File: src/vtna_pkg.sv
// ----------------------------------------------------------------------------
// vtna_pkg
// Shared types, register map and constants for the vector to angle unit.
// ----------------------------------------------------------------------------
package vtna_pkg;

    // working width of the cordic x/y datapath (folded inputs grow by ~1.65)
    localparam int unsigned XW = 35;

    localparam int unsigned PROD_W = 66;

    // register map, index = paddr[3:2]
    localparam logic [1:0] REG_DEGREE_MODE     = 2'd0;
    localparam logic [1:0] REG_SYMMETRIC_RANGE = 2'd1;
    localparam logic [1:0] REG_MISSING_CODE    = 2'd2;
    localparam logic [1:0] REG_ZERO_TOLERANCE  = 2'd3;

    localparam logic [31:0] MISSING_RESET = 32'h8000_0000;
    localparam logic [19:0] ZERO_TOL_RESET = 20'd16;

    localparam logic [31:0] HALF_TURN = 32'h8000_0000;

    // binary angle scaling
    localparam logic signed [32:0] DEG_MULT = 33'sd360;
    localparam logic signed [32:0] RAD_MULT = 33'sd3373259426;
    localparam logic signed [PROD_W-1:0] DEG_ROUND = PROD_W'(66'sd1 <<< 10);
    localparam logic signed [PROD_W-1:0] RAD_ROUND = PROD_W'(66'sd1 <<< 39);
    localparam int unsigned DEG_SHIFT = 11;
    localparam int unsigned RAD_SHIFT = 40;
    localparam logic signed [31:0] DEG_FULL = 32'sd754974720;
    localparam logic signed [31:0] RAD_FULL = 32'sd13176795;
    localparam logic signed [31:0] DEG_HALF = 32'sd377487360;
    localparam logic signed [31:0] RAD_HALF = 32'sd6588397;

    typedef struct packed {
        logic        degree_mode;
        logic        symmetric_range;
        logic [31:0] missing_code;
        logic [19:0] zero_tolerance;
    } t_cfg;

    typedef struct packed {
        logic                 vld;
        logic                 miss;
        logic                 zero;
        logic signed [XW-1:0] x;
        logic signed [XW-1:0] y;
        logic [31:0]          z;
    } t_cordic;

    typedef struct packed {
        logic [31:0] angle;
        logic        is_missing;
    } t_result;

    // atan(2^-i) in binary angle units, 2^32 per turn
    function automatic logic [31:0] atan_turn(input int unsigned idx);
        logic [31:0] t;
        case (idx)
            0:  t = 32'd536870912;
            1:  t = 32'd316933406;
            2:  t = 32'd167458907;
            3:  t = 32'd85004756;
            4:  t = 32'd42667331;
            5:  t = 32'd21354465;
            6:  t = 32'd10679838;
            7:  t = 32'd5340245;
            8:  t = 32'd2670163;
            9:  t = 32'd1335087;
            10: t = 32'd667544;
            11: t = 32'd333772;
            12: t = 32'd166886;
            13: t = 32'd83443;
            14: t = 32'd41722;
            15: t = 32'd20861;
            16: t = 32'd10430;
            17: t = 32'd5215;
            18: t = 32'd2608;
            19: t = 32'd1304;
            20: t = 32'd652;
            21: t = 32'd326;
            22: t = 32'd163;
            23: t = 32'd81;
            24: t = 32'd41;
            25: t = 32'd20;
            26: t = 32'd10;
            27: t = 32'd5;
            28: t = 32'd3;
            29: t = 32'd1;
            30: t = 32'd1;
            default: t = 32'd0;
        endcase
        return t;
    endfunction

endpackage

File: src/vtna_scale.sv
// ----------------------------------------------------------------------------
// vtna_scale
// Binary angle to degrees or radians in Q10.21, rounding and range wrap.
// ----------------------------------------------------------------------------
module vtna_scale (
    input  logic              i_clk,
    input  logic              i_rst_n,
    input  logic              i_adv,
    input  vtna_pkg::t_cordic i_d,
    input  vtna_pkg::t_cfg    i_cfg,
    output logic              o_valid,
    output vtna_pkg::t_result o_res
);
    logic [31:0]                        w_a;
    logic signed [32:0]                 w_op;
    logic signed [32:0]                 w_mult;
    logic signed [vtna_pkg::PROD_W-1:0] n_prod;
    logic signed [vtna_pkg::PROD_W-1:0] r_prod;
    logic                               r_p_vld;
    logic                               r_p_miss;

    logic signed [vtna_pkg::PROD_W-1:0] w_sum;
    logic signed [vtna_pkg::PROD_W-1:0] w_q;
    logic signed [31:0]                 w_r;
    logic signed [31:0]                 w_full;
    logic signed [31:0]                 w_half;
    vtna_pkg::t_result                  n_res;
    vtna_pkg::t_result                  r_res;
    logic                               r_vld;

    // multiply stage
    assign w_a    = i_d.zero ? 32'd0 : i_d.z;
    assign w_op   = i_cfg.symmetric_range ? $signed({w_a[31], w_a}) : $signed({1'b0, w_a});
    assign w_mult = i_cfg.degree_mode ? vtna_pkg::DEG_MULT : vtna_pkg::RAD_MULT;
    assign n_prod = vtna_pkg::PROD_W'(w_op) * vtna_pkg::PROD_W'(w_mult);

    always_ff @(posedge i_clk) begin
        if (!i_rst_n) begin
            r_p_vld <= 1'b0;
        end else if (i_adv) begin
            r_p_vld  <= i_d.vld;
            r_p_miss <= i_d.miss;
            r_prod   <= n_prod;
        end
    end

    // round half up, then wrap into the selected range
    assign w_sum  = r_prod + (i_cfg.degree_mode ? vtna_pkg::DEG_ROUND : vtna_pkg::RAD_ROUND);
    assign w_q    = i_cfg.degree_mode ? (w_sum >>> vtna_pkg::DEG_SHIFT)
                                      : (w_sum >>> vtna_pkg::RAD_SHIFT);
    assign w_r    = w_q[31:0];
    assign w_full = i_cfg.degree_mode ? vtna_pkg::DEG_FULL : vtna_pkg::RAD_FULL;
    assign w_half = i_cfg.degree_mode ? vtna_pkg::DEG_HALF : vtna_pkg::RAD_HALF;

    always_comb begin
        n_res.is_missing = r_p_miss;
        if (r_p_miss) begin
            n_res.angle = i_cfg.missing_code;
        end else if (i_cfg.symmetric_range) begin
            n_res.angle = (w_r >= w_half) ? -w_half : w_r;
        end else begin
            n_res.angle = (w_r >= w_full) ? 32'd0 : w_r;
        end
    end

    always_ff @(posedge i_clk) begin
        if (!i_rst_n) begin
            r_vld <= 1'b0;
        end else if (i_adv) begin
            r_vld <= r_p_vld;
            r_res <= n_res;
        end
    end

    assign o_valid = r_vld;
    assign o_res   = r_res;
endmodule

File: config.mk
export PLATFORM = sky130hd
export DESIGN_NAME = vtna_scale
export DESIGN_NICKNAME = d
export VERILOG_FILES = /design/src/vtna_pkg.sv /design/src/vtna_scale.sv
export SDC_FILE = /design/constraint.sdc
export NUM_CORES = 2
export LEC_CHECK = 0
export CAP_MARGIN = 20
export CORE_MARGIN = 5
export CORE_UTILIZATION = 60
export CTS_CLUSTER_DIAMETER = 100
export DETAILED_ROUTE_END_ITERATION = 12
export DONT_BUFFER_PORTS = 1
export HOLD_SLACK_MARGIN = 0.05
export PLACE_DENSITY = 0.79
export SLEW_MARGIN = 20
export SYNTH_ARGS = -nofsm -noshare
export SYNTH_HDL_FRONTEND = slang
export SYNTH_SLANG_ARGS = --single-unit
File: constraint.sdc
create_clock -name i_clk -period 9.9 [get_ports i_clk]
set_input_delay 0.99 -clock i_clk [delete_from_list [all_inputs] [get_ports i_clk]]
set_output_delay 0.99 -clock i_clk [all_outputs]
set_load 0.1 [all_outputs]
After elaboration in Yosys (flattened, before gate mapping)
Cells that the tools add are included.
- flip-flop bits (word level): 102
- logic and storage cells: 23
- memory bits (read-only): 0
- memories kept: 0
- input bits: 162
- latch bits: 0
- RAM bits: 0
- output and inout bits: 34
- multipliers: 1
- shifts and indexed selects: 0
- order comparisons: 2
- bitwise gates (word level): 0
- muxes and demuxes: 11
- eq/ne operators: 0
- reduce and logical (&&, ||, !) cells: 1
- add/sub/neg operators: 2
- div/mod/pow operators: 0
- operators with widths (operator ; number):
    2-to-1 mux 32 bit ; 7
    adder 66 x 41 -> 66 bit ; 1
    multiplier 33 x 33 -> 66 bit ; 1
    2-to-1 mux 40 bit ; 1
    2-to-1 mux 33 bit ; 1
    greater-or-equal comparator 32 x 30 -> 1 bit ; 1
    greater-or-equal comparator 32 x 31 -> 1 bit ; 1
    negation 29 -> 32 bit ; 1
    2-to-1 mux 30 bit ; 1
    2-to-1 mux 29 bit ; 1
    AND reduction 2 bit ; 1

Depth between registers and ports, before layout
- depth after elaboration: 7
- depth in mapped cells: 35

Least setup slack after synthesis
No wires, ideal clock.
- path kind: input-to-reg
- from: in i_cfg[53] in the netlist's numbering
- to: reg r_prod[58] in the netlist's numbering (data pin)
- stages: 32
- setup slack: -0.104 ns
- arrival: 9.744 ns
- cells stage by stage: clkbuf_1 clkbuf_1 clkbuf_1 clkbuf_1 and2_1 nand2_1 inv_1 ha_1 inv_1 fa_1 inv_1 ha_1 inv_1 fa_1 inv_1 fa_1 fa_1 fa_1 inv_1 fa_1 inv_1 ha_1 a21oi_1 o21ai_0 a22oi_1 nor3_1 a2111oi_0 nor4b_1 o31a_1 or4_1 a311o_1 xor2_1
- cells in the longest elaborated chain, start to end: 2
- RTL lines (item ; RTL line ; RTL):
    start: declaration ; vtna_scale.sv:10 ; input vtna_pkg::t_cfg i_cfg,
    2-to-1 mux 32 bit ; vtna_scale.sv:34 ; assign w_mult = i_cfg.degree_mode ? vtna_pkg::DEG_MULT : vtna_pkg::RAD_MULT;
    multiplier 33 x 33 -> 66 bit ; vtna_scale.sv:35 ; assign n_prod = vtna_pkg::PROD_W'(w_op) * vtna_pkg::PROD_W'(w_mult);
    net n_prod, one bit ; vtna_scale.sv:17 ; logic signed [vtna_pkg::PROD_W-1:0] n_prod;
    end signal: assignment ; vtna_scale.sv:43 ; r_prod <= n_prod;
    end: declaration ; vtna_scale.sv:18 ; logic signed [vtna_pkg::PROD_W-1:0] r_prod;
The timed path passes the listed nets, and every way through them passes these cells.
A chain may end at the register's enable or synchronous reset.

Worst setup path in the final report
- from: in i_cfg[53] in the netlist's numbering
- to: reg r_prod[65] in the netlist's numbering (data pin)
The elaborated chain is that of the path after synthesis.

==> metrics <==
CP top delay family adder cells; Post-synth EDFFs 90; dpl cells 3645; Cells after Synth 3012; Worst Path Buf+Inv 8; largest net degree at the start of global routing 115; non-filler cells, final 3663; Core Util, Final 64.0%; Final Cycle Share 94.7%; min-delay worst type register to register; global-route wire length before repair 122000 microns; CTS Sinks 92; switching share of power 51.7%; DRT Pass-1 Iters 5; CP startpoint kind primary input; internal power 3860 uW; Gates resized, CTS repair 0; Routed Antenna Nets 0; vias in the first global route 22.4k; hold_buf cts 0; Worst VDD drop 0.307 mV; syn_area_per_cell 9.33 sq um; TNS Setup 0 ps; Core ar. 46500 sq um; WP depth 28; RSZ-0062 raised after global routing no; Worst-path clk slew 70 ps; final net count 4099; CTS max path bufs 2; Slew HR 33.6%; endpoints failing hold 0; Max FO, Critical Path 114; number of buffers created by CTS 9; grt ovf 0; Hold Path Cell Cnt 2; Critical Path Most Common Cell fa_1; IO Port Bufs 0; Yosys cell types 88; number of DRC markers in iteration 0 1503; register area share after synthesis 9.76%; Netlist Area Pre-Place 28100 sq um; Seq pwr share 13.5%; CP peak stage delay 740 ps; critical path type primary input to register; GPL Wtd Cong 1.00; WL final 75700 microns; TritonCTS clock tree yes; fill count 3786; Seq cells post-synth 92; Worst Path Arrival 9470 ps; H-Tree Depth 3; endpoint class of the critical path register; f_max 107 MHz; worst hold slack 542 ps; Post-CTS Setup Bufs 0; DR vias 20.8k; # rows 79; Worst Clk Skew 13.2 ps; clock latency on the worst-skew pair 350 ps; yosys warns 0; Slew Viols, Final 0; Post-synth top flop edfxtp_1; Psw 4140 uW; routed vias/inst 5.69; design area 29700 sq um; I/O pin count 196; chip height 226 microns; Power Dens Cells 269 nW/um^2; min Tclk post-route 9380 ps; Root Buffer clkbuf_16; Total GRT Usage 30.4%; power share of the combinational group 81.8%; R2R depth 18; routed len/inst 20.7 microns; number of max-cap violations 0; Static Leak 0.0160 uW; Remaining DRCs 0; Worst-Margin Slew 995 ps; clock share of power 4.7%; Crit-path slowest cell nor4b_1; layout cell share with drive strength beyond 1 6.97%; die area 51300 sq um; initial antenna violation count 1; final setup fails 0; status completed; asr flop ratio synth 0%; Starting Density 60.5%; ANT cells 0; Die W 226 microns; CP required 9990 ps; Cell Area, Placed 29300 sq um; P&R area growth vs syn 5.74%; Post-DP HPWL 67000 microns
[cells in the mapped netlist, types with 28 or more instances]
master / count / share of area, %
a21oi_1: 80 / 1.4
and2_1: 49 / 1.1
clkbuf_1: 75 / 1.0
edfxtp_1: 90 / 9.6
fa_1: 504 / 36
ha_1: 382 / 17
inv_1: 854 / 11
nand2_1: 157 / 2.1
nand2b_1: 28 / 0.62
nand3_1: 37 / 0.66
nand4_1: 39 / 0.87
nor2_1: 87 / 1.2
nor2b_1: 40 / 0.89
nor3_1: 40 / 0.71
o21ai_0: 63 / 1.1
or2_2: 38 / 0.85
xnor2_1: 109 / 3.4
xor2_1: 32 / 1.0
[worst min-delay path, stage by stage (launching register included)]
cell and delay [ps]:
dfxtp_1 340, mux2i_1 70, nor2b_1 100
[registers in the layout, summed over array words and instances (netlist names)]
name	count
r_p_miss	1
o_res	33
r_p_vld	1
r_prod	56
o_valid	1
[power groups by stage]
| stage | Clock, uW | Combinational (uW) | Sequential, uW |
|---|---|---|---|
| after CTS | 374 | 6540 | 1080 |
| after global routing | 391 | 7480 | 1100 |
| after floorplan | 0 | 4750 | 1010 |
| final | 375 | 6540 | 1080 |
| after global placement | 0 | 6270 | 1080 |
| after detailed placement | 0 | 6490 | 1090 |
[kinds of logic (layout without fill, tap and decap cells)]
group	after synthesis	in the layout	synth area share, %
buffers and inverters	951	994	12.9
adder cells (fa/ha/maj)	893	893	53.1
AND/OR/NAND/NOR	612	612	11.5
AO/OA/AOI/OAI	301	301	7.55
XOR/XNOR	141	141	4.39
flip-flops	92	92	9.76
multiplexers	20	20	0.717
other	2	3	0.0267
[cell type report]
| cell class | count | area [sq um] | area share (%) |
|---|---|---|---|
| well taps | 607 | 759 | 2.56 |
| inverters | 863 | 3240 | 10.9 |
| clock inverters | 7 | 91.3 | 0.307 |
| clock buffers | 9 | 225 | 0.758 |
| multi-input cells | 1970 | 21800 | 73.2 |
| repair buffers | 115 | 903 | 3.04 |
| flip-flops and latches | 92 | 2740 | 9.23 |
[through the flow]
step | total power [uW] | worst slack [ps]
final | 8000 | 524
after global routing | 8970 | 34.2
after CTS | 7990 | 500
after detailed placement | 7580 | 157
after global placement | 7360 | 326
after floorplan | 5760 | 57.4
[cell usage in the layout, fill, tap and decap left out, types with 26 or more instances in the layout]
| master | synthesis | routed |
|---|---|---|
| xnor2_1 | 109 | 109 |
| ha_1 | 382 | 382 |
| inv_1 | 854 | 853 |
| or2_2 | 38 | 38 |
| nor2_1 | 87 | 87 |
| nand4_1 | 39 | 39 |
| nor3_1 | 40 | 40 |
| nor2b_1 | 40 | 40 |
| nand3_1 | 37 | 37 |
| xor2_1 | 32 | 32 |
| and3_1 | 26 | 26 |
| o21ai_0 | 63 | 63 |
| edfxtp_1 | 90 | 90 |
| fa_1 | 504 | 504 |
| a21oi_1 | 80 | 80 |
| nand2_1 | 157 | 156 |
| nand2b_1 | 28 | 28 |
| and2_1 | 49 | 48 |
| buf_4 | 1 | 113 |
[final timing paths]
check	to	start	slack, ps
max	r_prod[65]	i_cfg[53]	520
max reg2reg	o_res[29]	r_prod[39]	4310
min reg2reg	r_p_vld	r_p_vld	540
min	r_p_vld	r_p_vld	540
[routing by layer]
metal / wire length [microns] / global-route usage [%] / part of all wire, %
met1: 32600 / 42.7 / 43
met2: 35200 / 49.8 / 46
met3: 5170 / 4.27 / 6.8
met4: 2680 / 9.06 / 3.5
met5: 8 / 0 / 0.011
Power figures use the tool's default switching activity.
