<file path="src/vtna_pkg.sv">
// ----------------------------------------------------------------------------
// vtna_pkg
// Shared types, register map and constants for the vector to angle unit.
// ----------------------------------------------------------------------------
package vtna_pkg;

    // working width of the cordic x/y datapath (folded inputs grow by ~1.65)
    localparam int unsigned XW = 35;

    localparam int unsigned PROD_W = 66;

    // register map, index = paddr[3:2]
    localparam logic [1:0] REG_DEGREE_MODE     = 2'd0;
    localparam logic [1:0] REG_SYMMETRIC_RANGE = 2'd1;
    localparam logic [1:0] REG_MISSING_CODE    = 2'd2;
    localparam logic [1:0] REG_ZERO_TOLERANCE  = 2'd3;

    localparam logic [31:0] MISSING_RESET = 32'h8000_0000;
    localparam logic [19:0] ZERO_TOL_RESET = 20'd16;

    localparam logic [31:0] HALF_TURN = 32'h8000_0000;

    // binary angle scaling
    localparam logic signed [32:0] DEG_MULT = 33'sd360;
    localparam logic signed [32:0] RAD_MULT = 33'sd3373259426;
    localparam logic signed [PROD_W-1:0] DEG_ROUND = PROD_W'(66'sd1 <<< 10);
    localparam logic signed [PROD_W-1:0] RAD_ROUND = PROD_W'(66'sd1 <<< 39);
    localparam int unsigned DEG_SHIFT = 11;
    localparam int unsigned RAD_SHIFT = 40;
    localparam logic signed [31:0] DEG_FULL = 32'sd754974720;
    localparam logic signed [31:0] RAD_FULL = 32'sd13176795;
    localparam logic signed [31:0] DEG_HALF = 32'sd377487360;
    localparam logic signed [31:0] RAD_HALF = 32'sd6588397;

    typedef struct packed {
        logic        degree_mode;
        logic        symmetric_range;
        logic [31:0] missing_code;
        logic [19:0] zero_tolerance;
    } t_cfg;

    typedef struct packed {
        logic                 vld;
        logic                 miss;
        logic                 zero;
        logic signed [XW-1:0] x;
        logic signed [XW-1:0] y;
        logic [31:0]          z;
    } t_cordic;

    typedef struct packed {
        logic [31:0] angle;
        logic        is_missing;
    } t_result;

    // atan(2^-i) in binary angle units, 2^32 per turn
    function automatic logic [31:0] atan_turn(input int unsigned idx);
        logic [31:0] t;
        case (idx)
            0:  t = 32'd536870912;
            1:  t = 32'd316933406;
            2:  t = 32'd167458907;
            3:  t = 32'd85004756;
            4:  t = 32'd42667331;
            5:  t = 32'd21354465;
            6:  t = 32'd10679838;
            7:  t = 32'd5340245;
            8:  t = 32'd2670163;
            9:  t = 32'd1335087;
            10: t = 32'd667544;
            11: t = 32'd333772;
            12: t = 32'd166886;
            13: t = 32'd83443;
            14: t = 32'd41722;
            15: t = 32'd20861;
            16: t = 32'd10430;
            17: t = 32'd5215;
            18: t = 32'd2608;
            19: t = 32'd1304;
            20: t = 32'd652;
            21: t = 32'd326;
            22: t = 32'd163;
            23: t = 32'd81;
            24: t = 32'd41;
            25: t = 32'd20;
            26: t = 32'd10;
            27: t = 32'd5;
            28: t = 32'd3;
            29: t = 32'd1;
            30: t = 32'd1;
            default: t = 32'd0;
        endcase
        return t;
    endfunction

endpackage

</file>
<file path="src/vtna_regs.sv">
// ----------------------------------------------------------------------------
// vtna_regs
// APB configuration registers: angle unit, range, missing code, zero tolerance.
// ----------------------------------------------------------------------------
module vtna_regs (
    input  logic               i_clk,
    input  logic               i_rst_n,
    input  logic               psel,
    input  logic               penable,
    input  logic               pwrite,
    input  logic [3:0]         paddr,
    input  logic [31:0]        pwdata,
    output logic [31:0]        prdata,
    output logic               pready,
    output vtna_pkg::t_cfg     o_cfg
);
    logic [1:0]     w_idx;
    logic           w_wr;
    vtna_pkg::t_cfg r_cfg;

    assign w_idx  = paddr[3:2];
    assign w_wr   = psel && penable && pwrite;
    assign pready = 1'b1;
    assign o_cfg  = r_cfg;

    always_ff @(posedge i_clk) begin
        if (!i_rst_n) begin
            r_cfg.degree_mode     <= 1'b1;
            r_cfg.symmetric_range <= 1'b0;
            r_cfg.missing_code    <= vtna_pkg::MISSING_RESET;
            r_cfg.zero_tolerance  <= vtna_pkg::ZERO_TOL_RESET;
        end else if (w_wr) begin
            case (w_idx)
                vtna_pkg::REG_DEGREE_MODE:     r_cfg.degree_mode     <= pwdata[0];
                vtna_pkg::REG_SYMMETRIC_RANGE: r_cfg.symmetric_range <= pwdata[0];
                vtna_pkg::REG_MISSING_CODE:    r_cfg.missing_code    <= pwdata;
                vtna_pkg::REG_ZERO_TOLERANCE:  r_cfg.zero_tolerance  <= pwdata[19:0];
                default: ;
            endcase
        end
    end

    always_comb begin
        case (w_idx)
            vtna_pkg::REG_DEGREE_MODE:     prdata = {31'd0, r_cfg.degree_mode};
            vtna_pkg::REG_SYMMETRIC_RANGE: prdata = {31'd0, r_cfg.symmetric_range};
            vtna_pkg::REG_MISSING_CODE:    prdata = r_cfg.missing_code;
            vtna_pkg::REG_ZERO_TOLERANCE:  prdata = {12'd0, r_cfg.zero_tolerance};
            default:                       prdata = 32'd0;
        endcase
    end
endmodule

</file>
<file path="config.mk">
export PLATFORM = sky130hd
export DESIGN_NAME = vtna_regs
export DESIGN_NICKNAME = d
export VERILOG_FILES = /design/src/vtna_pkg.sv /design/src/vtna_regs.sv
export SDC_FILE = /design/constraint.sdc
export NUM_CORES = 1
export LEC_CHECK = 0
export BUFFER_PORTS_ARGS = -buffer_cell sky130_fd_sc_hd__buf_2
export CAP_MARGIN = 20
export CELL_PAD_IN_SITES_DETAIL_PLACEMENT = 1
export CELL_PAD_IN_SITES_GLOBAL_PLACEMENT = 2
export CORE_UTILIZATION = 27
export DETAILED_ROUTE_END_ITERATION = 10
export GPL_TIMING_DRIVEN = 0
export PLACE_DENSITY = 0.79
export SYNTH_ARGS = -nofsm -noshare
export SYNTH_HDL_FRONTEND = slang
export SYNTH_SLANG_ARGS = --single-unit
</file>
<file path="constraint.sdc">
create_clock -name i_clk -period 1.9 [get_ports i_clk]
set_clock_uncertainty 0.2 [all_clocks]
set_input_delay 0.19 -clock i_clk [delete_from_list [all_inputs] [get_ports i_clk]]
set_output_delay 0.19 -clock i_clk [all_outputs]
set_load 0.05 [all_outputs]
</file>
---- After elaboration in Yosys (flattened, before gate mapping) ----
Index checks and enable logic that the tools add are counted.
cells by class
  add/subtract/negate cells ............... 0
  shift-type cells ........................ 0
  eq/ne operators ......................... 3
  reductions and logical operators ........ 7
  order comparisons ....................... 0
  div/mod/pow operators ................... 0
  bitwise gates (word level) .............. 0
  multiply operators ...................... 0
  mux-type cells .......................... 1
operators by type and width
  kind                                                 number
  case mux 32 bit (4 select lines)                     1
  AND reduction 2 bit                                  4
  equality test 2 bit, second input constant           2
  equality test 2 x 1 -> 1 bit, second input constant  1
  logical AND 1 bit                                    2
  logical NOT 2 bit                                    1
word-level totals
  bits in latches ......................... 0
  output and inout port bits .............. 87
  bits in writable memories ............... 0
  memories kept ........................... 0
  input bits .............................. 41
  ROM bits ................................ 0
  register bits ........................... 54
  word-level logic and storage cells ...... 15

---- Longest topological paths before layout ----
  depth after elaboration ................. 3
  mapped depth ............................ 6
  gate-level depth less buffers ........... 3

---- Least setup slack after synthesis ----
OpenSTA, ideal clock, no wires.
  path kind ............................... reg2out
  start ................................... reg r_cfg, in the netlist o_cfg[4]
  end ..................................... out prdata[4]
  cell stages (with the launch flop) ...... 3
  path slack .............................. 0.022 ns
  buffers on the path ..................... 0
  required time ........................... 1.510 ns
  arrival time ............................ 1.488 ns
  path through ............................ dfxtp_1 mux2i_1 nor2b_1
between the ends
  longest elaborated chain between the ends .. 1
RTL lines
  element                           RTL line         RTL
  start: declaration                vtna_regs.sv:19  vtna_pkg::t_cfg r_cfg;
  case mux 32 bit (4 select lines)  vtna_regs.sv:44  case (w_idx)
  end: declaration                  vtna_regs.sv:13  output logic [31:0] prdata,
Every way passes these cells.

---- Final worst setup path ----
  start ................................... in paddr[3]
  end ..................................... out prdata[8]
between the ends
  longest elaborated chain between the ends .. 2
  elaborated cells between the ends (all ways) .. 5
  those cells by class .................... 3 x eq/ne; 1 x mux; 1 x reduce/logical
RTL lines
  element                                      RTL line         RTL
  start: declaration                           vtna_regs.sv:11  input logic [3:0] paddr,
  equality test 2 bit (tied with other cells)  vtna_regs.sv:44
  case mux 32 bit (4 select lines) *           vtna_regs.sv:44
Mark *: on every way between the ends. The rest lies on a longest branch, timed or not.

==> out/results.txt <==
The run finished with clean final reports. The multi-input logic area came out at 1340 um2. The delay of the slowest cell on the worst path is 550 ps. The number of flops mapped to enable cells by yosys was 0; the number of antenna repair diodes was 0. The tools report the count of mapped cells out of synthesis as 277.

Sorting the synthesized cells by area gives the leading types as sky130_fd_sc_hd__dfxtp_1 42%, sky130_fd_sc_hd__mux2i_1 27%, sky130_fd_sc_hd__nand2_1 12%. The post-synthesis register bit count was 54. The worst hold path begins at paddr[2]. The register with the most flip-flops in the layout has 54 of them.

The placed instances occupy a cell area of 3360 um2. The DRC violations left came out at 0. STA classifies the critical path endpoint as an output port.

The cell sitting at the root of the clock tree is a sky130_fd_sc_hd__clkbuf_8. STA puts the critical path data required time at 1510 ps. The region available for standard cell placement spans 9280 um2. IR analysis of the VDD net gives a maximum drop of 292 uV. The cell type group with the largest total delay on the critical path is buffers and inverters. Summed over all layers, the global routing overflow is 0.

The worst hold path was traced through 4 stages. The tools report the reg2reg setup slack as 1020 ps. The pre-antenna-repair detailed-routing pass consisted of 4 iterations.

Number of CTS-inserted buffers: 5. Counting cells, the worst reg-to-reg path comes to 2. For the final routed database, the setup TNS stands at 0 ps. The most critical setup path has its startpoint at paddr[3]. Setup repair after global routing left no endpoint under its margin. The ratio of routed vias to standard cells works out to 4.29. For the hold violation total from the final report, the log shows 0.

During placement, the flow inserted port buffers numbering 122. The post-CTS setup-driven buffer insertion count is 0, and the minimum period implied by the final worst setup slack is 1800 ps. Summed over all cells, the static leakage comes to 1.91 nW.

For the number of global-route vias before repair, the log shows 2517. The most numerous cell in the Yosys netlist was sky130_fd_sc_hd__nand2_1. For the number of max-cap violations, the log shows 0.

The tools report the kind of launch point of the worst setup path as an input port. The later pin in the worst-skew pair is clocked with a latency of 310 ps. The tools report the sequential area share after synthesis as 0.417. The height of the die came out at 99.9 um.

The top cell type's share of synthesized area works out to 0.417. The largest buffer count on any clock path is 2. For the total global routing track utilization, the log shows 0.171. The final route contains 2439 vias. Counting stages on the worst path, the most repeated cell is sky130_fd_sc_hd__buf_2. The growth of design area from synthesis to finish is 46.4%.

Row generation in the floorplan step produced 35 rows. The fraction of final layout cells sized beyond drive strength 1 was 0.339. The most used flip-flop cell after synthesis is sky130_fd_sc_hd__dfxtp_1. Detailed placement finished with a half-perimeter wire length of 5930 um. Of all nets on the critical path, the largest fanout is 10.

The logs give 2 for the number of H-tree levels and 0 for the synthesis warning total. The critical path contains buffers and inverters numbering 3 combined. In this run the remaining antenna-violating nets after routing total 0.

The pin count of the biggest net entering global routing is 17, and the sequential cell area in the final layout is 1080 um2. TritonCTS built the clock tree. The areal power density over the cells came out at 607 nW/um2.

Reg-to-reg critical path startpoint: o_cfg[12]. For the post-synthesis cell area, the log shows 2590 um2. Summed over all layers, the routed wires come to 8240 um. At the pin with the least slew margin, the transition time is 692 ps. The per-cell routed wire length is 14.5 um. The tools report the number of slew-limit violations in the final report as 0. The global-route wire length before repair came out at 13200 um. Timing would allow up to 0.557 GHz. Setup violations remaining at the end of the flow were counted as 0.

The tools report the initial core utilization as 0.279. On the critical path, the stage with the largest delay is an instance of sky130_fd_sc_hd__clkbuf_1. The final standard cell area without fillers came out at 3790 um2.

The tools report the clock sink count as 54. The number of unique standard cell types used by synthesis was 23; the detailed router's first-iteration violation count was 42. 128 I/O pins were placed. The tools report the number of fill cells as 1153.

After synthesis, the most frequently instantiated cells are 82 x sky130_fd_sc_hd__nand2_1, 71 x sky130_fd_sc_hd__mux2i_1, 54 x sky130_fd_sc_hd__dfxtp_1. The kind of critical path was input port to output port. For the number of antenna violations at the first check in global routing, the log shows 0. The post-route fraction of the period consumed by the critical path was 0.945.

After clock tree synthesis, the clock-pin slew on the worst setup and hold paths is 100 ps. Routability-driven placement finished with a final weighted congestion of 0.709. Data arrives at the worst endpoint at 1410 ps.

For this run, the post-layout net count is 479. The signal on the critical path passes through buf_2, clkbuf_1, nor2b_1, buf_2. The min-delay analysis places its worst path in the category input port to flop. The die covers 9990 um2. The worst hold path terminates at o_cfg[51]. The share of synthesized flip-flops with an asynchronous set or reset is 0, and the relative slew slack is 0.538. The synthesized area per cell came out at 9.35 um2.

The endpoint of the worst-slack reg-to-reg timing path is o_cfg[12]. The total nets after synthesis was 318. The cell taking the most area after synthesis was sky130_fd_sc_hd__dfxtp_1. Measured along the x axis, the die boundary spans 99.9 um.
## kinds of logic (layout without fill, tap and decap cells)
logic type             count (synthesis)  count (layout)  synth area share
other                                  1               1           0.00145
muxes                                 72              72             0.285
and+or+nand+nor                      123             123             0.224
buffers and inverters                 24             186            0.0657
DFF                                   54              54             0.417
AOI/OAI and AO/OA                      3               3           0.00676
## where the power goes
group          switching, mW  total (mW)  internal, mW
Combinational          0.214       0.359         0.145
Sequential            0.0109        1.16          1.15
Clock                  0.397       0.786         0.389
Total                  0.621        2.30          1.68
## worst max path at each step
stage | to | slack (ps) | depth (start not counted)
finish | prdata[8] | 100 | 4
global route | prdata[7] | 20 | 4
CTS | prdata[8] | 100 | 4
detailed placement | prdata[8] | 100 | 4
global placement | prdata[8] | 110 | 4
floorplan | prdata[4] | 20 | 2
## layer usage
| layer | part of all wire | routed length [um] | vias up | GRT usage |
|---|---|---|---|---|
| met5 | 0 | 0 | - | 0 |
| met4 | 0.0075 | 62 | 0 | 0.0407 |
| met3 | 0.050 | 409 | 4 | 0.0376 |
| met2 | 0.47 | 3850 | 72 | 0.284 |
| met1 | 0.48 | 3920 | 1141 | 0.226 |
| li1 | - | - | 1222 | - |
## tightest hold or removal path: stages
cell	delay (ps)
sky130_fd_sc_hd__buf_2	170
sky130_fd_sc_hd__nor2b_4	70
sky130_fd_sc_hd__nand3_1	80
sky130_fd_sc_hd__o211ai_1	80
## through the flow
step	worst slack, ps	cells	total power, mW	hold slack (ps)	util
6_report	105	568	2.30	129	0.408
3_3_place_gp	108	528	1.49	238	0.362
4_1_cts	101	568	2.34	119	0.408
2_1_floorplan	22.2	277	1.39	132	-
5_1_grt	15.3	568	2.41	171	0.408
3_5_place_dp	104	528	1.50	247	0.362
## area by class of cell
| type | count | share of cell area |
|---|---|---|
| buffer | 23 | 0.0439 |
| clock buffer | 5 | 0.0182 |
| clock inverter | 3 | 0.0106 |
| inverter | 1 | 0.000990 |
| multi-input combinational | 199 | 0.353 |
| sequential | 54 | 0.285 |
| tap | 129 | 0.0426 |
| timing repair buffer | 154 | 0.246 |
## layout by cell type (no fill, tap or decap), drive strengths merged
cell / instances
a21oi: 1
and2: 13
and3: 1
and3b: 1
buf: 136
bufinv: 1
clkbuf: 14
clkinv: 2
conb: 1
dfxtp: 54
dlygate4sd3: 32
inv: 1
mux2i: 71
mux4: 1
nand2: 82
nand3: 2
nand3b: 1
nor2: 1
nor2b: 22
o211ai: 1
o21ai: 1
## what timing repair did
item	in CTS	in global routing
endpoints found under the hold margin	53	0
resized for setup	0	0
hold buffers	32	0
No activity file was read; power rests on OpenSTA's default activity.
