File: config.mk
export PLATFORM = sky130hd
export DESIGN_NAME = vtna_front
export DESIGN_NICKNAME = d
export VERILOG_FILES = /design/src/vtna_pkg.sv /design/src/vtna_front.sv
export SDC_FILE = /design/constraint.sdc
export NUM_CORES = 1
export LEC_CHECK = 0
export BUFFER_PORTS_ARGS = -buffer_cell sky130_fd_sc_hd__buf_2
export CORE_UTILIZATION = 40
export CTS_BUF_LIST = sky130_fd_sc_hd__clkbuf_8
export CTS_CLUSTER_SIZE = 8
export DETAILED_ROUTE_END_ITERATION = 7
export GPL_ROUTABILITY_DRIVEN = 1
export HOLD_SLACK_MARGIN = 0.02
export PLACE_DENSITY = 0.67
export SKIP_LAST_GASP = 1
export SLEW_MARGIN = 15
export SYNTH_ARGS = -nofsm -noshare
export SYNTH_HDL_FRONTEND = slang
export SYNTH_SLANG_ARGS = --single-unit
File: constraint.sdc
create_clock -name i_clk -period 5.3 [get_ports i_clk]
set_clock_uncertainty 0.15 [all_clocks]
set_input_delay 1.06 -clock i_clk [delete_from_list [all_inputs] [get_ports i_clk]]
set_output_delay 1.06 -clock i_clk [all_outputs]
set_load 0.005 [all_outputs]
File: src/vtna_pkg.sv
// ----------------------------------------------------------------------------
// vtna_pkg
// Shared types, register map and constants for the vector to angle unit.
// ----------------------------------------------------------------------------
package vtna_pkg;

    // working width of the cordic x/y datapath (folded inputs grow by ~1.65)
    localparam int unsigned XW = 35;

    localparam int unsigned PROD_W = 66;

    // register map, index = paddr[3:2]
    localparam logic [1:0] REG_DEGREE_MODE     = 2'd0;
    localparam logic [1:0] REG_SYMMETRIC_RANGE = 2'd1;
    localparam logic [1:0] REG_MISSING_CODE    = 2'd2;
    localparam logic [1:0] REG_ZERO_TOLERANCE  = 2'd3;

    localparam logic [31:0] MISSING_RESET = 32'h8000_0000;
    localparam logic [19:0] ZERO_TOL_RESET = 20'd16;

    localparam logic [31:0] HALF_TURN = 32'h8000_0000;

    // binary angle scaling
    localparam logic signed [32:0] DEG_MULT = 33'sd360;
    localparam logic signed [32:0] RAD_MULT = 33'sd3373259426;
    localparam logic signed [PROD_W-1:0] DEG_ROUND = PROD_W'(66'sd1 <<< 10);
    localparam logic signed [PROD_W-1:0] RAD_ROUND = PROD_W'(66'sd1 <<< 39);
    localparam int unsigned DEG_SHIFT = 11;
    localparam int unsigned RAD_SHIFT = 40;
    localparam logic signed [31:0] DEG_FULL = 32'sd754974720;
    localparam logic signed [31:0] RAD_FULL = 32'sd13176795;
    localparam logic signed [31:0] DEG_HALF = 32'sd377487360;
    localparam logic signed [31:0] RAD_HALF = 32'sd6588397;

    typedef struct packed {
        logic        degree_mode;
        logic        symmetric_range;
        logic [31:0] missing_code;
        logic [19:0] zero_tolerance;
    } t_cfg;

    typedef struct packed {
        logic                 vld;
        logic                 miss;
        logic                 zero;
        logic signed [XW-1:0] x;
        logic signed [XW-1:0] y;
        logic [31:0]          z;
    } t_cordic;

    typedef struct packed {
        logic [31:0] angle;
        logic        is_missing;
    } t_result;

    // atan(2^-i) in binary angle units, 2^32 per turn
    function automatic logic [31:0] atan_turn(input int unsigned idx);
        logic [31:0] t;
        case (idx)
            0:  t = 32'd536870912;
            1:  t = 32'd316933406;
            2:  t = 32'd167458907;
            3:  t = 32'd85004756;
            4:  t = 32'd42667331;
            5:  t = 32'd21354465;
            6:  t = 32'd10679838;
            7:  t = 32'd5340245;
            8:  t = 32'd2670163;
            9:  t = 32'd1335087;
            10: t = 32'd667544;
            11: t = 32'd333772;
            12: t = 32'd166886;
            13: t = 32'd83443;
            14: t = 32'd41722;
            15: t = 32'd20861;
            16: t = 32'd10430;
            17: t = 32'd5215;
            18: t = 32'd2608;
            19: t = 32'd1304;
            20: t = 32'd652;
            21: t = 32'd326;
            22: t = 32'd163;
            23: t = 32'd81;
            24: t = 32'd41;
            25: t = 32'd20;
            26: t = 32'd10;
            27: t = 32'd5;
            28: t = 32'd3;
            29: t = 32'd1;
            30: t = 32'd1;
            default: t = 32'd0;
        endcase
        return t;
    endfunction

endpackage

File: src/vtna_front.sv
// ----------------------------------------------------------------------------
// vtna_front
// Entry stage: missing and near-zero tests, fold into the right half plane.
// ----------------------------------------------------------------------------
module vtna_front (
    input  logic                i_clk,
    input  logic                i_rst_n,
    input  logic                i_adv,
    input  logic                i_valid,
    input  logic signed [31:0]  i_vec_x,
    input  logic signed [31:0]  i_vec_y,
    input  vtna_pkg::t_cfg      i_cfg,
    output vtna_pkg::t_cordic   o_q
);
    logic signed [32:0]           w_ax;
    logic signed [32:0]           w_ay;
    logic signed [32:0]           w_tol;
    logic signed [vtna_pkg::XW-1:0] w_x;
    logic signed [vtna_pkg::XW-1:0] w_y;
    vtna_pkg::t_cordic            n_q;
    vtna_pkg::t_cordic            r_q;

    assign w_x   = vtna_pkg::XW'(i_vec_x);
    assign w_y   = vtna_pkg::XW'(i_vec_y);
    assign w_ax  = i_vec_x[31] ? -33'(i_vec_x) : 33'(i_vec_x);
    assign w_ay  = i_vec_y[31] ? -33'(i_vec_y) : 33'(i_vec_y);
    assign w_tol = $signed({13'd0, i_cfg.zero_tolerance});

    always_comb begin
        n_q.vld  = i_valid;
        n_q.miss = (i_vec_x == $signed(i_cfg.missing_code))
                || (i_vec_y == $signed(i_cfg.missing_code));
        n_q.zero = (w_ax <= w_tol) && (w_ay <= w_tol);
        // left half plane: rotate by half a turn first
        if (i_vec_x[31]) begin
            n_q.x = -w_x;
            n_q.y = -w_y;
            n_q.z = vtna_pkg::HALF_TURN;
        end else begin
            n_q.x = w_x;
            n_q.y = w_y;
            n_q.z = 32'd0;
        end
    end

    always_ff @(posedge i_clk) begin
        if (!i_rst_n) begin
            r_q.vld <= 1'b0;
        end else if (i_adv) begin
            r_q <= n_q;
        end
    end

    assign o_q = r_q;
endmodule

Yosys cells after proc, flatten, opt, wreduce, memory -nomap -nowiden
Cells that the tools add are included.
{"block": "op_classes", "add_sub_neg": 4, "order_cmp": 2, "eq_ne": 2, "n_mux": 3, "n_reduce_logical": 3}
{"cell": "98-bit 2-to-1 mux", "n": 1}
{"cell": "32-bit negator with 35-bit output", "n": 2}
{"cell": "33-bit by 21-bit <= comparator with 1-bit output", "n": 2}
{"cell": "33-bit 2-to-1 mux", "n": 2}
{"cell": "32-bit negator with 33-bit output", "n": 2}
{"cell": "32-bit equality test", "n": 2}
{"cell": "2-bit AND reduction", "n": 1}
{"cell": "1-bit logical AND", "n": 1}
{"cell": "1-bit logical OR", "n": 1}
{"block": "totals", "regBits": 105, "inputBits": 122, "elab_cells": 21}

Depth between registers and ports, before layout
Gate-level depths: netlist (run 1).
{"block": "logic_depth", "depth_word": 4, "mapped_depth": 17}

Least setup slack after synthesis (run 1)
OpenSTA, ideal clock, no wires.
{"block": "synth_timing", "path_type": "input to register", "from": "input i_vec_y[2]", "to": "register r_q, in the netlist o_q[102] (data pin)", "t_arrival_ps": 4839, "path_slack_ps": 182, "path_stages": 17, "n_path_buf": 1, "cell_sequence": "buf_2 nor3_1 nand4b_1 or4_4 or3_1 or4b_1 nand2_1 xnor2_1 ha_1 nand4_1 or4_1 and3b_1 a21oi_1 nor3_1 o2111ai_1 a211oi_1 o21a_1"}
{"element": "start, declared", "line": "vtna_front.sv:11", "text": "input logic signed [31:0] i_vec_y,"}
{"element": "end signal, assigned", "line": "vtna_front.sv:50", "text": "r_q <= n_q;"}
{"element": "end, declared", "line": "vtna_front.sv:21", "text": "vtna_pkg::t_cordic r_q;"}

==> results of run 1 <==
[final timing paths]
kind | end | cells after the start | start | slack (ns)
hold / removal | o_q[104] | 2 | o_q[104] | 0.38
setup reg to reg | o_q[104] | 2 | o_q[104] | 4.56
hold reg to reg | o_q[104] | 2 | o_q[104] | 0.38
setup / recovery | o_q[102] | 17 | i_vec_y[2] | 0.27
[stage by stage]
| stage | setup WS, ns | utilization [%] |
|---|---|---|
| global placement | -0.0125 | 48.6 |
| floorplan | 0.182 | - |
| global route | 0.00284 | 50.0 |
| detailed placement | -0.0783 | 48.6 |
| finish | 0.271 | 50.0 |
| CTS | 0.310 | 49.9 |
[area by class of cell]
class,instances,area (um2),share of cell area [%]
clock inverter,7,63.8,0.840
multi-input combinational,503,3680,48.4
antenna,2,5.00,0.0659
inverter,27,101,1.33
timing repair buffer,221,1180,15.5
sequential,74,2210,29.1
clock buffer,9,124,1.63
tap,188,235,3.10
[power groups by stage]
stage | clock network, mW | logic [mW] | registers, mW
2_1_floorplan | 0 | 0.266 | 0.732
3_3_place_gp | 0 | 0.455 | 0.724
3_5_place_dp | 0 | 0.458 | 0.724
4_1_cts | 0.449 | 0.462 | 0.712
5_1_grt | 0.476 | 0.512 | 0.716
6_report | 0.439 | 0.465 | 0.711
[tightest hold or removal path, delay by kind of cell, from the launching register on]
kind / cells / cell delay (ns)
simple gates: 1 / 0.10
mux: 1 / 0.06
flops: 1 / 0.33
[Yosys cell counts (4+ instances only)]
library cell	instances	area, um2
edfxtp_1	73	2190
xnor2_1	73	639
xor2_1	71	622
nand2_1	54	203
ha_1	46	576
buf_4	31	233
inv_1	26	97.6
o21ai_0	26	130
nor2_1	23	86.3
nor4_1	23	144
clkbuf_1	21	78.8
nor3_1	18	90.1
o31ai_1	16	120
a21oi_1	12	60.1
nand4_1	12	75.1
nand3_1	9	45.0
or3_1	8	50.1
nand2b_1	7	43.8
o41ai_1	6	52.6
or4_1	5	37.5
buf_1	4	15.0
buf_2	4	20.0
or2_2	4	25.0
[kinds of logic after synthesis]
group                      count (synthesis)
muxes                                      3
DFF                                       74
xor gates and xnor gates                 144
AOI/OAI and AO/OA                         88
other                                      1
adders and majority gates                 46
and+or+nand+nor                          189
buffers and inverters                     89
[metal layers]
| layer | GRT usage, % | vias up | wire, um | share of wire (%) |
|---|---|---|---|---|
| li1 | - | 2622 | - | - |
| met1 | 32.0 | 2560 | 8710 | 45 |
| met2 | 39.7 | 231 | 8930 | 46 |
| met3 | 4.23 | 36 | 1120 | 5.8 |
| met4 | 8.96 | 2 | 476 | 2.5 |
| met5 | 0 | - | 13 | 0.068 |
[timing repair]
| action | in CTS | in global routing |
|---|---|---|
| endpoints found under the setup margin | 0 | 1 |
| resized for setup | 0 | 2 |
| buffers inserted | 0 | 0 |
| hold buffers | 0 | 0 |
==> summary.md, run 1 <==
| Metric | Value |
|---|---|
| Status | `finished clean` |
| Largest family of logic cells by synthesized area | `XOR/XNOR gates` |
| Synth Warn # | `0` |
| Crit path launch type | `primary input` |
| DIE AREA | `16,100 um2` |
| Post-Syn Instances | `634` |
| Fmax achieved | `0.199 GHz` |
| Fraction of layout cells with a size suffix above 1 | `30.4%` |
| GP Congestion | `0.945` |
| Crit end category | `flop` |
| P_sw | `0.504 mW` |
| Commonest non-fill, non-tap cell in the layout | `buf_2` |
| Pleak | `3.30 nW` |
| Flip-flop count of the largest register after layout | `74` |
| Buf+Inv Stages, Crit Path | `2` |
| Largest stage delay on the critical path | `0.67 ns` |
| Sequential element share of the synthesized area | `35.4%` |
| Clk pwr share | `27.2%` |
| Netlist cell types | `62` |
| Flop pwr share | `44.0%` |
| Vias in the first global route | `5,304` |
| Worst VDD drop | `0.000107 V` |
| Slew margin rel. | `47.5%` |
| Largest net degree at the start of global routing | `40` |
| Final Cell Area | `7600 um2` |
| FILL cells | `1,514` |
| Maxcap violations | `0` |
| DRT Pass-1 Iters | `6` |
| Setup violators final | `0` |
| TritonCTS clock tree | `yes` |
| Seq cells post-synth | `74` |
| DR DRC count | `0` |
| Sw Ratio | `31.2%` |
| H-tree depth | `3` |
| Slowest-stage cell, CP | `or4b_2` |
| Synth Area in Compound Gates | `9.43%` |
| CTS max path bufs | `2` |
| Clock period minus worst slack | `5.03 ns` |
| First-pass GRT wire length | `29,200 um` |
| Setup TNS | `0 ns` |
| Clock buffer count from CTS | `9` |
| Worst path required time | `5.39 ns` |
| Tightest Pin Transition | `0.788 ns` |
| Worst EP arrival | `5.12 ns` |
| Worst skew pair latency | `0.36 ns` |
| Post-synthesis simple-gate area fraction | `17.4%` |
| Power per cell area | `213 nW/um2` |
| Initial antenna violation count | `3` |
| Sink Count | `74` |
| Cell count after placement | `1,013` |
| Root Driver | `clkbuf_8` |
| Detailed placement HPWL | `15,800 um` |
| Cell Count, Final, Fillers Out | `1,031` |
| Io pins | `227` |
| RSZ-0062 raised after global routing | `no` |
| Port Buffers | `193` |
| Adder-Cell Fraction of Synth Area | `9.21%` |
| Initial Util | `41.1%` |
| Grt ovf | `0` |
| Hold Fails Final Rpt | `0` |
| Post-synth ARST share | `0%` |
| Reg clk slew, reported paths | `0.09 ns` |
| Most frequent cells in the layout | `buf_2 (193), xnor2_1 (73), edfxtp_1 (73)` |
| Initial DRC Count | `448` |
| Mux contribution to synthesized area | `0.480%` |
| Cell-by-cell trace of the critical path | `buf_2 > buf_4 > nor4_4 > nand4_1 > or3_1 > or4b_2 > nand2_1 > xnor2_1 > ha_1 > nand2_1 > or4_1 > and3b_1 > a21oi_1 > nor3_1 > o2111ai_1 > a211oi_1 > o21a_1` |
| Die X-Extent | `127 um` |
| Logic pwr share | `28.8%` |
| Net count, final | `1,004` |
| Synthesis-to-layout area growth | `21.5%` |
| Routed Antenna Nets | `0` |
| Internal | `1.11 mW` |
| Final wirelength | `19,200 um` |
| Total GRT Usage | `24.2%` |
| Overall Power | `1.62 mW` |
| Routed WL per cell | `18.7 um` |
| Final hold slack | `0.377 ns` |
| Critical path class | `primary input to flop` |
| Pins Over Slew Limit | `0` |
| Std-Cell Rows | `45` |
| Hold crit path type | `flop to flop` |
| Mapped cell area | `6250 um2` |
| Final Cycle Share | `94.9%` |
| Top_reg_cell synth | `edfxtp_1` |
| CP most frequent cell | `nand2_1` |
| Core area | `15,200 um2` |
| Die Y | `127 um` |
| Via count | `5,451` |
| EDFF count, synth | `73` |
| Avg Cell Area, Syn | `9.86 um2` |
| CP top delay family | `simple AND/OR/NAND/NOR gates` |
| Max Fanout on Critical Path | `4` |
| Post-synthesis xor/xnor area fraction | `20.2%` |
| Cell area after placement | `7390 um2` |
| Vias/cell | `5.29` |
No activity file was read; power rests on OpenSTA's default activity.
==> inputs of run 2 (changes only) <==
Settings changed: PLACE_DENSITY 0.67 to 0.65.
Clock period 5.3 ns to 5.85 ns, I/O delays scaled along.
==> summary.md, run 2 (synthesis results as in run 1) <==
| Metric | Value |
|---|---|
| Cell count after placement | `989 (-2.4%)` |
| Core area | `15,200 um2 (unchanged)` |
| RSZ-0062 raised after global routing | `no` |
| Die Y | `127 um (unchanged)` |
| Metal-1 WL | `8270 um (-5.1%)` |
| Vias/cell | `5.36 (+1.3%)` |
| Worst path required time | `5.95 ns (+0.56 ns)` |
| Dpl ws | `0.272 ns (+0.350 ns)` |
| Grt ovf | `0 (unchanged)` |
| Setup violators final | `0 (unchanged)` |
| Root Driver | `clkbuf_8` |
| Detailed placement HPWL | `15,400 um (-2.7%)` |
| Status | `finished clean` |
| Pleak | `3.20 nW (-3.1%)` |
| Initial antenna violation count | `2 (-1)` |
| H-tree depth | `3 (unchanged)` |
| Worst reg2reg setup slack | `5.12 ns (+0.56 ns)` |
| Routed Antenna Nets | `0 (unchanged)` |
| Fmax achieved | `0.192 GHz` |
| Flip-flop count of the largest register after layout | `74 (unchanged)` |
| Crit path launch type | `primary input` |
| Hold EP | `o_q[104]` |
| Final wirelength | `18,800 um (-2.5%)` |
| Maxcap violations | `0 (unchanged)` |
| Hold Fails Final Rpt | `0 (unchanged)` |
| Pins Over Slew Limit | `0 (unchanged)` |
| Initial Util | `41.1% (unchanged)` |
| Post-CTS Setup Inserts | `0 (unchanged)` |
| Cell-by-cell trace of the critical path | `buf_2 > nor4_1 > nand4_1 > or3_1 > or4b_2 > nand2_1 > xnor2_1 > ha_1 > nand2_1 > or4_1 > and3b_1 > a21oi_1 > nor3_1 > o2111ai_1 > a211oi_1 > o21a_1` |
| Initial DRC Count | `456 (+1.8%)` |
| Power per cell area | `200 nW/um2 (-6.0%)` |
| Slowest-stage cell, CP | `or4b_2` |
| Clock buffer count from CTS | `9 (unchanged)` |
| Worst Reg-to-Reg Cells | `2 (unchanged)` |
| DIE AREA | `16,100 um2 (unchanged)` |
| Setup TNS | `0 ns (unchanged)` |
| CTS max path bufs | `2 (unchanged)` |
| Synthesis-to-layout area growth | `18.8%` |
| Setup ws final | `0.636 ns (+0.365 ns)` |
| DR DRC count | `0 (unchanged)` |
| Final Cycle Share | `89.1%` |
| Worst VDD drop | `0.000121 V (+13%)` |
| Hold crit path type | `flop to flop` |
| WL met2 | `8730 um (-2.2%)` |
| Vias in the first global route | `5,248 (-1.1%)` |
| Die X-Extent | `127 um (unchanged)` |
| Slew margin rel. | `35.8% (-12 points)` |
| Critical path class | `primary input to flop` |
| Commonest non-fill, non-tap cell in the layout | `buf_2` |
| Worst EP arrival | `5.31 ns (+0.19 ns)` |
| Net count, final | `980 (-2.4%)` |
| Crit end category | `flop` |
| Reg-to-reg startpoint | `o_q[104]` |
| Post_cts resized | `0 (unchanged)` |
| Fraction of layout cells with a size suffix above 1 | `28.2% (-2.3 points)` |
| Largest net degree at the start of global routing | `74 (+85%)` |
| Io pins | `227 (unchanged)` |
| Clock period minus worst slack | `5.21 ns` |
| Largest stage delay on the critical path | `0.68 ns (about the same)` |
| TritonCTS clock tree | `yes` |
| Hold Path Depth | `2 (unchanged)` |
| First-pass GRT wire length | `28,600 um (-1.8%)` |
| CP most frequent cell | `nand2_1` |
| Tightest Pin Transition | `0.963 ns (+0.175 ns)` |
| Reg2reg end | `o_q[104]` |
| Reg clk slew, reported paths | `0.08 ns (about the same)` |
| Routed WL per cell | `18.7 um (about the same)` |
| Max Fanout on Critical Path | `5 (+1)` |
| Total GRT Usage | `23.8% (-0.41 points)` |
| Via count | `5,388 (-1.2%)` |
| Hold Path Origin | `o_q[104]` |
| Worst skew pair latency | `0.37 ns (about the same)` |
| Std-Cell Rows | `45 (unchanged)` |
| GP Congestion | `0.943 (-0.22%)` |
| DR WL met3 | `1240 um (+10%)` |
| Hold Buf Count CTS | `0 (unchanged)` |
| Port Buffers | `193 (unchanged)` |
| Highest metal used | `met5` |
| Cell Count, Final, Fillers Out | `1,006 (-2.4%)` |
| DRT Pass-1 Iters | `5 (-1)` |
| Most frequent cells in the layout | `buf_2 (193), xnor2_1 (73), edfxtp_1 (73)` |
| Sink Count | `74 (unchanged)` |
run 2: report_power, final:
part / switching [mW] / internal (mW) / total, mW
Combinational: 0.235 / 0.168 / 0.403
Sequential: 0.0102 / 0.635 / 0.645
Clock: 0.202 / 0.236 / 0.438
Total: 0.446 / 1.04 / 1.49
run 2: final cells by class:
cell class / instances / area [um2]
fillers: 1489 / 7770
multi-input cells: 503 / 3670
flip-flops and latches: 74 / 2210
repair buffers: 197 / 996
well taps: 188 / 235
clock buffers: 9 / 124
inverters: 27 / 101
clock inverters: 7 / 86.3
diodes: 1 / 2.50
run 2: worst max-delay path, delay by kind of cell:
kind | cells | cell delay (ns)
compound gates | 4 | 0.64
xor+xnor | 1 | 0.07
fa+ha+maj | 1 | 0.29
buf+inv | 1 | 0.15
simple gates | 9 | 3.00
run 2: metrics by stage:
stage,utilization (%),hold WS [ns],power [mW],area [um2]
global placement,47.5,0.347,1.05,7210
global route,48.9,0.417,1.56,7430
CTS,48.8,0.375,1.49,7420
finish,48.9,0.366,1.49,7430
floorplan,-,0.357,0.905,6370
detailed placement,47.5,0.353,1.06,7210
run 2: worst max path at each step:
stage	start	end	cells after the start
floorplan	i_vec_y[2]	o_q[102]	17
global placement	i_vec_y[10]	o_q[102]	16
detailed placement	i_vec_y[10]	o_q[102]	16
CTS	i_vec_y[10]	o_q[102]	16
global route	i_vec_y[10]	o_q[102]	16
finish	i_vec_y[10]	o_q[102]	16
run 2: metal layers:
layer / GRT usage (%) / vias to the layer above
met4: 10.0 / 2
met1: 30.7 / 2538
met5: 0 / -
li1: - / 2573
met2: 39.0 / 240
met3: 4.65 / 35
